--- src/design/pfe_pkg.sv ---
// ----------------------------------------------------------------------------
// pfe_pkg
// Shared types, constants and square-geometry helpers for the Playfair
// encryptor.
// ----------------------------------------------------------------------------
package pfe_pkg;

  localparam int unsigned LETTERS = 26;
  localparam int unsigned CELLS   = 25;
  localparam int unsigned SIDE    = 5;

  localparam logic [4:0] CODE_I    = 5'd8;
  localparam logic [4:0] CODE_J    = 5'd9;
  localparam logic [4:0] CODE_X    = 5'd23;
  localparam logic [4:0] CODE_LAST = 5'(LETTERS - 1);
  localparam logic [4:0] CELL_MAX  = 5'(CELLS);
  localparam logic [2:0] SIDE_LAST = 3'(SIDE - 1);

  typedef enum logic [1:0] {
    OP_KEY    = 2'd0,
    OP_FINISH = 2'd1,
    OP_PLAIN  = 2'd2,
    OP_END    = 2'd3
  } op_t;

  typedef struct packed {
    logic place_key;
    logic fill_start;
    logic fill_step;
    logic set_pending;
    logic load_pair;
    logic pair_b_x;
    logic clear_pending;
    logic read_pos;
    logic read_cell;
    logic out_first;
    logic out_second;
  } cmd_t;

  typedef struct packed {
    logic letter_ok;
    logic pend_valid;
    logic pend_match;
    logic fill_done;
    logic out_free;
  } status_t;

  function automatic logic [2:0] pos_row(input logic [4:0] pos);
    logic [2:0] row;
    if (pos >= 5'd20) begin
      row = 3'd4;
    end else if (pos >= 5'd15) begin
      row = 3'd3;
    end else if (pos >= 5'd10) begin
      row = 3'd2;
    end else if (pos >= 5'd5) begin
      row = 3'd1;
    end else begin
      row = 3'd0;
    end
    return row;
  endfunction

  function automatic logic [4:0] row_base(input logic [2:0] row);
    logic [4:0] r;
    r = {2'b00, row};
    return 5'((r << 2) + r);
  endfunction

  function automatic logic [2:0] pos_col(input logic [4:0] pos);
    logic [4:0] diff;
    diff = pos - row_base(pos_row(pos));
    return diff[2:0];
  endfunction

  function automatic logic [2:0] wrap_inc(input logic [2:0] v);
    logic [2:0] r;
    if (v >= SIDE_LAST) begin
      r = 3'd0;
    end else begin
      r = v + 3'd1;
    end
    return r;
  endfunction

  function automatic logic [4:0] cell_index(input logic [2:0] row, input logic [2:0] col);
    return 5'(row_base(row) + {2'b00, col});
  endfunction

endpackage

--- src/design/pfe_ctrl.sv ---
// ----------------------------------------------------------------------------
// pfe_ctrl
// Sequencer for the Playfair encryptor: decodes each item, walks the key
// fill and steps a pair through position lookup, cell lookup and output.
// ----------------------------------------------------------------------------
module pfe_ctrl (
  input  logic             clk,
  input  logic             rst,
  input  logic             in_valid,
  output logic             in_stall,
  input  logic [1:0]       opcode,
  input  pfe_pkg::status_t status,
  output pfe_pkg::cmd_t    cmd
);
  import pfe_pkg::*;

  typedef enum logic [2:0] {
    S_IDLE,
    S_FILL,
    S_POS,
    S_CELL,
    S_EMIT_A,
    S_EMIT_B
  } state_t;

  state_t state;
  state_t state_next;
  op_t    op;
  logic   accept;

  assign op       = op_t'(opcode);
  assign in_stall = (state != S_IDLE);
  assign accept   = in_valid && (state == S_IDLE);

  always_comb begin
    cmd        = '0;
    state_next = state;
    case (state)
      S_IDLE: begin
        if (accept) begin
          case (op)
            OP_KEY: begin
              cmd.place_key = status.letter_ok;
            end
            OP_FINISH: begin
              cmd.fill_start = 1'b1;
              state_next     = S_FILL;
            end
            OP_PLAIN: begin
              if (status.letter_ok) begin
                if (!status.pend_valid) begin
                  cmd.set_pending = 1'b1;
                end else begin
                  cmd.load_pair     = 1'b1;
                  cmd.pair_b_x      = status.pend_match;
                  cmd.clear_pending = !status.pend_match;
                  state_next        = S_POS;
                end
              end
            end
            OP_END: begin
              if (status.pend_valid) begin
                cmd.load_pair     = 1'b1;
                cmd.pair_b_x      = 1'b1;
                cmd.clear_pending = 1'b1;
                state_next        = S_POS;
              end
            end
            default: begin
              state_next = S_IDLE;
            end
          endcase
        end
      end
      S_FILL: begin
        cmd.fill_step = 1'b1;
        if (status.fill_done) begin
          state_next = S_IDLE;
        end
      end
      S_POS: begin
        cmd.read_pos = 1'b1;
        state_next   = S_CELL;
      end
      S_CELL: begin
        cmd.read_cell = 1'b1;
        state_next    = S_EMIT_A;
      end
      S_EMIT_A: begin
        if (status.out_free) begin
          cmd.out_first = 1'b1;
          state_next    = S_EMIT_B;
        end
      end
      S_EMIT_B: begin
        if (status.out_free) begin
          cmd.out_second = 1'b1;
          state_next     = S_IDLE;
        end
      end
      default: begin
        state_next = S_IDLE;
      end
    endcase
  end

  always_ff @(posedge clk) begin
    if (rst) begin
      state <= S_IDLE;
    end else begin
      state <= state_next;
    end
  end

endmodule

--- src/design/pfe_datapath.sv ---
// ----------------------------------------------------------------------------
// pfe_datapath
// Key square and letter position memories, pairing registers, square
// geometry and the output register of the Playfair encryptor.
// ----------------------------------------------------------------------------
module pfe_datapath (
  input  logic              clk,
  input  logic              rst,
  input  logic [4:0]        letter,
  input  pfe_pkg::cmd_t     cmd,
  output pfe_pkg::status_t  status,
  input  logic              out_stall,
  output logic              out_valid,
  output logic [4:0]        cipher_letter,
  output logic              last_of_pair
);
  import pfe_pkg::*;

  logic [4:0]         key_square [CELLS];
  logic [4:0]         letter_position [LETTERS];
  logic [LETTERS-1:0] letter_used;
  logic [4:0]         fill_count;
  logic [4:0]         fill_idx;
  logic [4:0]         pending_letter;
  logic               pending_valid;
  logic [4:0]         pair_a;
  logic [4:0]         pair_b;
  logic [4:0]         pos_a;
  logic [4:0]         pos_b;
  logic [4:0]         enc_a;
  logic [4:0]         enc_b;

  logic [4:0] folded;
  logic [4:0] place_code;
  logic       place_req;
  logic       place_do;
  logic [2:0] ra, ca, rb, cb;
  logic [4:0] idx_a, idx_b;
  logic       out_free;

  assign folded   = (letter == CODE_J) ? CODE_I : letter;
  assign out_free = !out_valid || !out_stall;

  assign status.letter_ok  = (folded <= CODE_LAST);
  assign status.pend_valid = pending_valid;
  assign status.pend_match = (pending_letter == folded);
  assign status.fill_done  = (fill_idx == CODE_LAST) || (fill_count == CELL_MAX);
  assign status.out_free   = out_free;

  assign place_code = cmd.fill_step ? fill_idx : folded;
  assign place_req  = cmd.place_key || (cmd.fill_step && (fill_idx != CODE_J));
  assign place_do   = place_req && (fill_count < CELL_MAX) && !letter_used[place_code];

  assign ra = pos_row(pos_a);
  assign ca = pos_col(pos_a);
  assign rb = pos_row(pos_b);
  assign cb = pos_col(pos_b);

  always_comb begin
    if (ra == rb) begin
      idx_a = cell_index(ra, wrap_inc(ca));
      idx_b = cell_index(rb, wrap_inc(cb));
    end else if (ca == cb) begin
      idx_a = cell_index(wrap_inc(ra), ca);
      idx_b = cell_index(wrap_inc(rb), cb);
    end else begin
      idx_a = cell_index(ra, cb);
      idx_b = cell_index(rb, ca);
    end
  end

  always_ff @(posedge clk) begin
    if (place_do) begin
      key_square[fill_count]      <= place_code;
      letter_position[place_code] <= fill_count;
    end
    if (cmd.read_pos) begin
      pos_a <= letter_position[pair_a];
      pos_b <= letter_position[pair_b];
    end
    if (cmd.read_cell) begin
      enc_a <= key_square[idx_a];
      enc_b <= key_square[idx_b];
    end
  end

  always_ff @(posedge clk) begin
    if (cmd.load_pair) begin
      pair_a <= pending_letter;
      pair_b <= cmd.pair_b_x ? CODE_X : folded;
    end
    if (cmd.out_first) begin
      cipher_letter <= enc_a;
      last_of_pair  <= 1'b0;
    end else if (cmd.out_second) begin
      cipher_letter <= enc_b;
      last_of_pair  <= 1'b1;
    end
    if (cmd.fill_start) begin
      fill_idx <= '0;
    end else if (cmd.fill_step) begin
      fill_idx <= fill_idx + 5'd1;
    end
  end

  always_ff @(posedge clk) begin
    if (rst) begin
      letter_used    <= '0;
      fill_count     <= '0;
      pending_letter <= '0;
      pending_valid  <= 1'b0;
      out_valid      <= 1'b0;
    end else begin
      if (place_do) begin
        letter_used[place_code] <= 1'b1;
        fill_count              <= fill_count + 5'd1;
      end
      if (cmd.set_pending) begin
        pending_letter <= folded;
        pending_valid  <= 1'b1;
      end else if (cmd.clear_pending) begin
        pending_valid <= 1'b0;
      end
      if (cmd.out_first || cmd.out_second) begin
        out_valid <= 1'b1;
      end else if (!out_stall) begin
        out_valid <= 1'b0;
      end
    end
  end

endmodule

--- src/design/playfair_cipher_encryptor.sv ---
// ----------------------------------------------------------------------------
// playfair_cipher_encryptor
// Playfair encryptor with a 5x5 key square built from key letter items.
// ----------------------------------------------------------------------------
// A key letter item and a plaintext letter item that only opens a pair are
// both handled in the cycle they are accepted. A finish item walks the fill
// over the letter codes in order, skipping J, and stops early once the square
// holds 25 letters. An item that completes a pair is accepted and then passes
// through a registered read of both letter positions, a registered read of
// both cipher letters from the key square, and a step to present each of the
// two cipher letters in the output register; each output step waits while
// the output side stalls. The first letter of a pair carries last_of_pair
// low and the second carries it high.
module playfair_cipher_encryptor (
  input  logic       clk,
  input  logic       rst,
  input  logic       in_valid,
  output logic       in_stall,
  input  logic [1:0] opcode,
  input  logic [4:0] letter,
  output logic       out_valid,
  input  logic       out_stall,
  output logic [4:0] cipher_letter,
  output logic       last_of_pair
);
  import pfe_pkg::*;

  cmd_t    cmd;
  status_t status;

  pfe_ctrl u_ctrl (
    .clk      (clk),
    .rst      (rst),
    .in_valid (in_valid),
    .in_stall (in_stall),
    .opcode   (opcode),
    .status   (status),
    .cmd      (cmd)
  );

  pfe_datapath u_datapath (
    .clk           (clk),
    .rst           (rst),
    .letter        (letter),
    .cmd           (cmd),
    .status        (status),
    .out_stall     (out_stall),
    .out_valid     (out_valid),
    .cipher_letter (cipher_letter),
    .last_of_pair  (last_of_pair)
  );

endmodule

--- config.mk ---
export PLATFORM = sky130hd
export DESIGN_NAME = playfair_cipher_encryptor
export DESIGN_NICKNAME = d
export VERILOG_FILES = /design/src/design/pfe_pkg.sv /design/src/design/pfe_ctrl.sv /design/src/design/pfe_datapath.sv /design/src/design/playfair_cipher_encryptor.sv
export SDC_FILE = /design/constraint.sdc
export NUM_CORES = 1
export LEC_CHECK = 0
export BUFFER_PORTS_ARGS = -buffer_cell sky130_fd_sc_hd__buf_2
export CORE_MARGIN = 1
export CORE_UTILIZATION = 40
export CTS_CLUSTER_DIAMETER = 60
export DETAILED_ROUTE_END_ITERATION = 8
export MAX_ROUTING_LAYER = met4
export PLACE_DENSITY = 0.61
export SLEW_MARGIN = 25
export SYNTH_ARGS = -nofsm -noshare
export SYNTH_HDL_FRONTEND = slang
export SYNTH_SLANG_ARGS = --single-unit
--- constraint.sdc ---
create_clock -name clk -period 6.48 [get_ports clk]
set_input_delay 0 -clock clk [delete_from_list [all_inputs] [get_ports clk]]
set_output_delay 0 -clock clk [all_outputs]
set_load 0.01 [all_outputs]
==> results of run 1 <==
[final cells by class]
class	instances	area [µm²]	share of cell area, %
Tap cell	585	732	3.72
Sequential cell	337	9650	49.1
Multi-Input combinational cell	931	7470	38.0
Clock buffer	50	1030	5.22
Inverter	57	214	1.09
Timing Repair Buffer	63	445	2.27
Clock inverter	14	111	0.567
[stage by stage]
step                      total power, mW  instance area (µm²)
final                                9.66                19700
after global routing                 10.2                19700
after CTS                            9.62                19600
after detailed placement             7.63                18400
after global placement               7.58                18400
after floorplan                      6.25                17700
[sequential cells by signal, summed over array words and instances (netlist names), 3 cells and up]
name and cells:
u_datapath.pos_a 5, u_datapath.enc_b 5, u_datapath.letter_position 130, u_datapath.key_square 125, u_datapath.fill_idx 5, u_datapath.pair_a 5
u_datapath.letter_used 26, u_datapath.fill_count 5, u_datapath.pair_b 5, u_datapath.cipher_letter 5, u_datapath.pending_letter 5, u_ctrl.state 3
u_datapath.enc_a 5, u_datapath.pos_b 5
[worst paths after layout]
path,endpoint,slack [ns],cells after the start
worst min register to register,u_datapath.letter_used[10],0.47,2
worst max register to register,u_datapath.enc_a[0],0.31,16
worst min-delay path,u_datapath.fill_count[2],0.03,2
worst max-delay path,u_datapath.enc_a[0],0.31,16
[power by group through the flow]
| stage | Clock (mW) | Sequential, mW | Combinational, mW |
|---|---|---|---|
| floorplan | 0 | 2.69 | 3.56 |
| global placement | 0 | 2.70 | 4.88 |
| detailed placement | 0 | 2.71 | 4.93 |
| CTS | 2.01 | 2.66 | 4.95 |
| global route | 2.09 | 2.67 | 5.43 |
| finish | 1.98 | 2.66 | 5.02 |
[layer usage]
| metal | up-vias | track usage, % |
|---|---|---|
| met4 | 0 | 5.52 |
| met3 | 67 | 4.27 |
| met2 | 463 | 33.3 |
| met1 | 5938 | 29.3 |
| met5 | - | - |
| li1 | 5397 | - |
[kinds of logic after synthesis]
family                     count (synthesis)  synth area share (%)
muxes                                    169                  14.9
buffers and inverters                    130                  3.16
adders and majority gates                 50                  3.97
DFF                                      337                  54.7
and+or+nand+nor                          451                  12.1
xor gates and xnor gates                  24                  1.35
AOI/OAI and AO/OA                        237                  9.89
[placed cells by master (no fill, tap or decap), types with 20 or more instances in the layout]
cell,instances
nor2b_1,21
o21ai_0,20
nand2_1,171
inv_1,53
ha_1,40
nand3_1,53
a22oi_1,30
a21oi_1,52
nor2_1,95
o21ba_2,22
nand4_1,26
mux4_2,72
clkbuf_16,38
mux2_2,27
dfxtp_1,47
buf_4,38
edfxtp_1,290
mux2i_1,70
[repair_timing]
item	CTS	global route
endpoints found under the hold margin	18	0
hold buffers	7	0
setup endpoints to repair	0	0
buffers inserted	0	0
==> flow_summary.ini, run 1 <==
[final_layout]
fin_nets = 1487
final_core_util_pct = 45.4
instances_no_fill = 2037
diodes = 0
fill_cells = 3854
drive_above_1_share_pct = 17.9
area_growth_pct = 11.3

[sta]
setup_ws_ns = 0.312
finalHoldViolCount = 0
fmax_mhz = 162
slew_headroom_pct = 29.2
final-setup-viol-count = 0
finalSetupTns_ns = 0
maxSlewViolCount = 0
tightest_slew_ns = 1.06
rsz0062_at_grt = false
skew_ns = 0.0130
period_share_pct = 95.2
whs_ns = 0.0259
fin_crit_ns = 6.17

[pwr]
pwr-share-comb_pct = 52.0
powerDensity_nw_per_um2 = 491
switching_share_pct = 43.0
p_leak_nw = 7.00
vdd_drop_max_v = 0.000380
clockPowerShare_pct = 20.5
p_seq_share_pct = 27.6
switchingPower_mw = 4.16
power.internal_mw = 5.50

[worst_hold_path]
hp-start = rst
hp-class = in -> reg

[placement]
port_buffers = 18
dpl.hpwl_um = 32300
dp_slack_ns = 0.431
placed_cells = 1966
gp_congestion = 0.933

[yosys]
synth_cell_types = 86
ys_seq_area_share_pct = 54.7
avgSynthCellArea_um2 = 12.6
synth_area_um2 = 17700
synth-async-reset-ratio_pct = 0
synthCells = 1398
synth_top_flop_cell = edfxtp_1
synth-seq-cells = 337
syn_nets = 1459
yosysTopAreaCellShare_pct = 49.3
synth_commonest_cells = edfxtp_1 (290), nand2_1 (171), nor2_1 (95)
synth_largest_area_cell = edfxtp_1
yosysWarningCount = 0
synth_edf_count = 290
synthMostInstantiatedCell = edfxtp_1
synth_area_leaders = edfxtp_1 (49%), mux4_2 (9.2%), dfxtp_1 (5.3%)

[worst_setup_path]
worstSetupEndpointType = register
slowest_stage = fa_1
critPathMostFrequentCell = fa_1
critPathArrivalTime_ns = 6.42
path_buf_inv = 2
worstReg2RegStart = u_datapath.pos_a[2]
worstPathCellList = o21ai_0 -> o21ai_1 -> fa_1 -> and3_1 -> a221o_1 -> nor3_4 -> inv_2 -> fa_1 -> fa_1 -> nor4_1 -> nor3_2 -> buf_4 -> nor2_1 -> a32oi_1 -> a32oi_1 -> nand3_1
critPathRequiredTime_ns = 6.73
start_kind = register
critical_path.max_fanout = 14
critPathMaxStageDelay_ns = 0.56
path_class = reg -> reg
cp_top_family = compound AO/OA/AOI/OAI gates
cp-startpoint = u_datapath.pos_a[2]

[clocking]
clkTransAtPathRegs_ns = 0.06
clkLatencyLatePin_ns = 0.52
post_cts_resized = 0
clock_sinks = 337
cts_tree = yes
clock_path_buffers = 3
cts_root_buf = clkbuf_16
cts_made_buffers = 36
h-tree-depth = 2

[global_route]
antenna_found_initial = 0
grt_pass1_vias = 11761
grt_first_pass_wirelength_um = 70800
grt.total_usage_pct = 21.6
grt_max_degree = 45
grt.overflow.total = 0

[floorplan]
fp.dieW_um = 212
dieArea_um2 = 45000
design.core.area_um2 = 43300
die_h_um = 212
rows = 76
io_pins = 19
start_util_pct = 40.8

[detailed_routing]
vias = 11865
wl_met1_um = 20100
routedWlPerCell_um = 22.7
ant_nets = 0
route.met2.wl_um = 21400
routed.top_layer = met4
met3_length_um = 3770
drt-initial-drc-count = 1162
routed_wl_um = 46200
viasPerCell = 5.82
first_pass_iters = 5
route.detailed.drc = 0

[flow_run]
maxCapViolations = 0

[run_status]
outcome = finished, final reports clean
Note: power is estimated with default switching activity, not from simulation.
==> inputs of run 2 (changes only) <==
Settings changed: CTS_BUF_LIST from default to sky130_fd_sc_hd__clkbuf_4 sky130_fd_sc_hd__clkbuf_8.
==> flow_summary.ini, run 2 (synthesized netlist as in run 1, its figures left out) <==
[worst_setup_path]
slowest_stage = fa_1
path_class = reg -> reg
critPathMostFrequentCell = fa_1
reg2reg_to = u_datapath.enc_a[0]
worstSetupEndpointType = register
critPathRequiredTime_ns = 6.81
reg2regPathDepth = 16
worstPathCellList = o21ai_0 -> o21ai_1 -> fa_1 -> and3_1 -> a221o_1 -> nor3_4 -> inv_2 -> fa_1 -> fa_1 -> nor4_1 -> nor3_2 -> buf_4 -> nor2_1 -> a32oi_1 -> a32oi_1 -> nand3_1
critPathArrivalTime_ns = 6.47
critical_path.max_fanout = 14
worstReg2RegStart = u_datapath.pos_a[2]
start_kind = register
critPathMaxStageDelay_ns = 0.56
rrSetupSlack_ns = 0.35

[final_layout]
fin_nets = 1512
final_area_um2 = 19600
layout.cells.most_common = edfxtp_1
area_growth_pct = 11.3
top_register = u_datapath.letter_position
most-common-layout-cells = edfxtp_1 (290), nand2_1 (171), nor2_1 (95), mux4_2 (72), mux2i_1 (70)
largest_register_ff_count = 130
reg_top3 = u_datapath.letter_position: 130 flops, u_datapath.key_square: 125 flops, u_datapath.letter_used: 26 flops
drive_above_1_share_pct = 19.6
fill_cells = 3884

[global_route]
antenna_found_initial = 0
grt_util_met2_pct = 33.2
grt_first_pass_wirelength_um = 71400
grt_pass1_vias = 11926
grt_use_met3_pct = 4.51
use_met1_pct = 29.4
grt_max_degree = 45
grt.total_usage_pct = 21.8
top_usage_layer = met2
grt.overflow.total = 0

[worst_hold_path]
hp-start = letter[1]
worst_hold_path.endpoint = u_datapath.pair_b[1]
hp-class = in -> reg
hold_depth = 3

[run_status]
outcome = finished, final reports clean

[detailed_routing]
routed_wl_um = 46500
first_pass_iters = 5
ant_nets = 0
vias = 11967
route.detailed.drc = 0
routedWlPerCell_um = 22.4
drt-initial-drc-count = 1135
viasPerCell = 5.76

[clocking]
clkLatencyLatePin_ns = 0.61
cts_tree = yes
cts_root_buf = clkbuf_8
clock_sinks = 337
post_cts_resized = 0
clkTransAtPathRegs_ns = 0.06
cts_setup_buffers = 0
cts_made_buffers = 52
h-tree-depth = 2
clock_path_buffers = 3

[sta]
fmax_mhz = 163
skew_ns = 0.0238
final-setup-viol-count = 0
period_share_pct = 94.7
finalHoldViolCount = 0
slew_headroom_pct = 30.1
finalSetupTns_ns = 0
whs_ns = 0.305
rsz0062_at_grt = false
tightest_slew_ns = 1.05
fin_crit_ns = 6.13
setup_ws_ns = 0.345
maxSlewViolCount = 0

[pwr]
powerDensity_nw_per_um2 = 481
p_seq_share_pct = 28.2
power.internal_mw = 5.30
clockPowerShare_pct = 18.8
power_mw = 9.45
p_leak_nw = 7.06
switching_share_pct = 43.9
vdd_drop_max_v = 0.000374
switchingPower_mw = 4.15
pwr-share-comb_pct = 53.0

[placement]
dpl.hpwl_um = 32300
dp_slack_ns = 0.431
port_buffers = 18
gp_congestion = 0.933
dpl_cell_area_um2 = 18400

[floorplan]
die_h_um = 212
dieArea_um2 = 45000
rows = 76
design.core.area_um2 = 43300
fp.dieW_um = 212
start_util_pct = 40.8
io_pins = 19

[flow_run]
maxCapViolations = 0
==> run 2: cell count changes in the layout (fill, tap and decap cells not counted), sizes merged <==
cell | previous run | this run
clkbuf | 50 | 74
clkinv | 11 | 21
dlygate4sd3 | 7 | 16
clkinvlp | 2 | 0
diode | 0 | 1
==> run 2: timing repair <==
item / 4_1_cts / 5_1_grt
endpoints found under the setup margin: 0 / 0
hold buffers: 16 / 0
hold endpoints to repair: 28 / 0
==> run 2: stage by stage <==
step	util, %	instances
after global placement	42.6	1966
after floorplan	-	1398
final	45.4	2079
after global routing	45.4	2078
after detailed placement	42.6	1966
after CTS	45.4	2078
==> run 2: final cells by class <==
cell class                 count  area [µm²]  area share [%]
inverter                      57         214            1.09
timing repair buffer          72         536            2.73
tap                          585         732            3.73
sequential                   337        9650            49.1
clock inverter                22         125           0.637
multi-input combinational    931        7470            38.0
antenna                        1        2.50          0.0127
clock buffer                  74         912            4.64
==> run 2: worst max path at each step <==
stage	from	cells after the start	endpoint	slack [ns]
floorplan	u_datapath.pos_a[2]	20	u_datapath.enc_a[2]	1.10
global placement	u_datapath.pos_a[2]	16	u_datapath.enc_a[0]	0.66
detailed placement	u_datapath.pos_a[2]	16	u_datapath.enc_a[0]	0.43
CTS	u_datapath.pos_a[2]	16	u_datapath.enc_a[0]	0.37
global route	u_datapath.pos_a[2]	16	u_datapath.enc_a[1]	0.02
finish	u_datapath.pos_a[2]	16	u_datapath.enc_a[0]	0.35
==> run 2: critical path, delay by kind of cell, from the launching register on <==
family / cells / cell delay, ns
AO/OA/AOI/OAI: 5 / 1.73
adder cells (fa/ha/maj): 3 / 1.66
AND/OR/NAND/NOR: 6 / 1.63
flip-flops: 1 / 0.50
buffers and inverters: 2 / 0.35
==> run 2: layer usage <==
layer / share of wire, % / vias to the layer above
met3: 7.8 / 71
li1: - / 5468
met2: 46 / 433
met4: 1.9 / 0
met5: 0 / -
met1: 44 / 5995
==> run 2: power by group through the flow <==
| stage | sequential (mW) | combinational [mW] | clock (mW) |
|---|---|---|---|
| after floorplan | 2.69 | 3.56 | 0 |
| after global placement | 2.70 | 4.88 | 0 |
| after detailed placement | 2.71 | 4.93 | 0 |
| after CTS | 2.66 | 4.95 | 1.81 |
| after global routing | 2.67 | 5.44 | 1.89 |
| final | 2.66 | 5.01 | 1.78 |
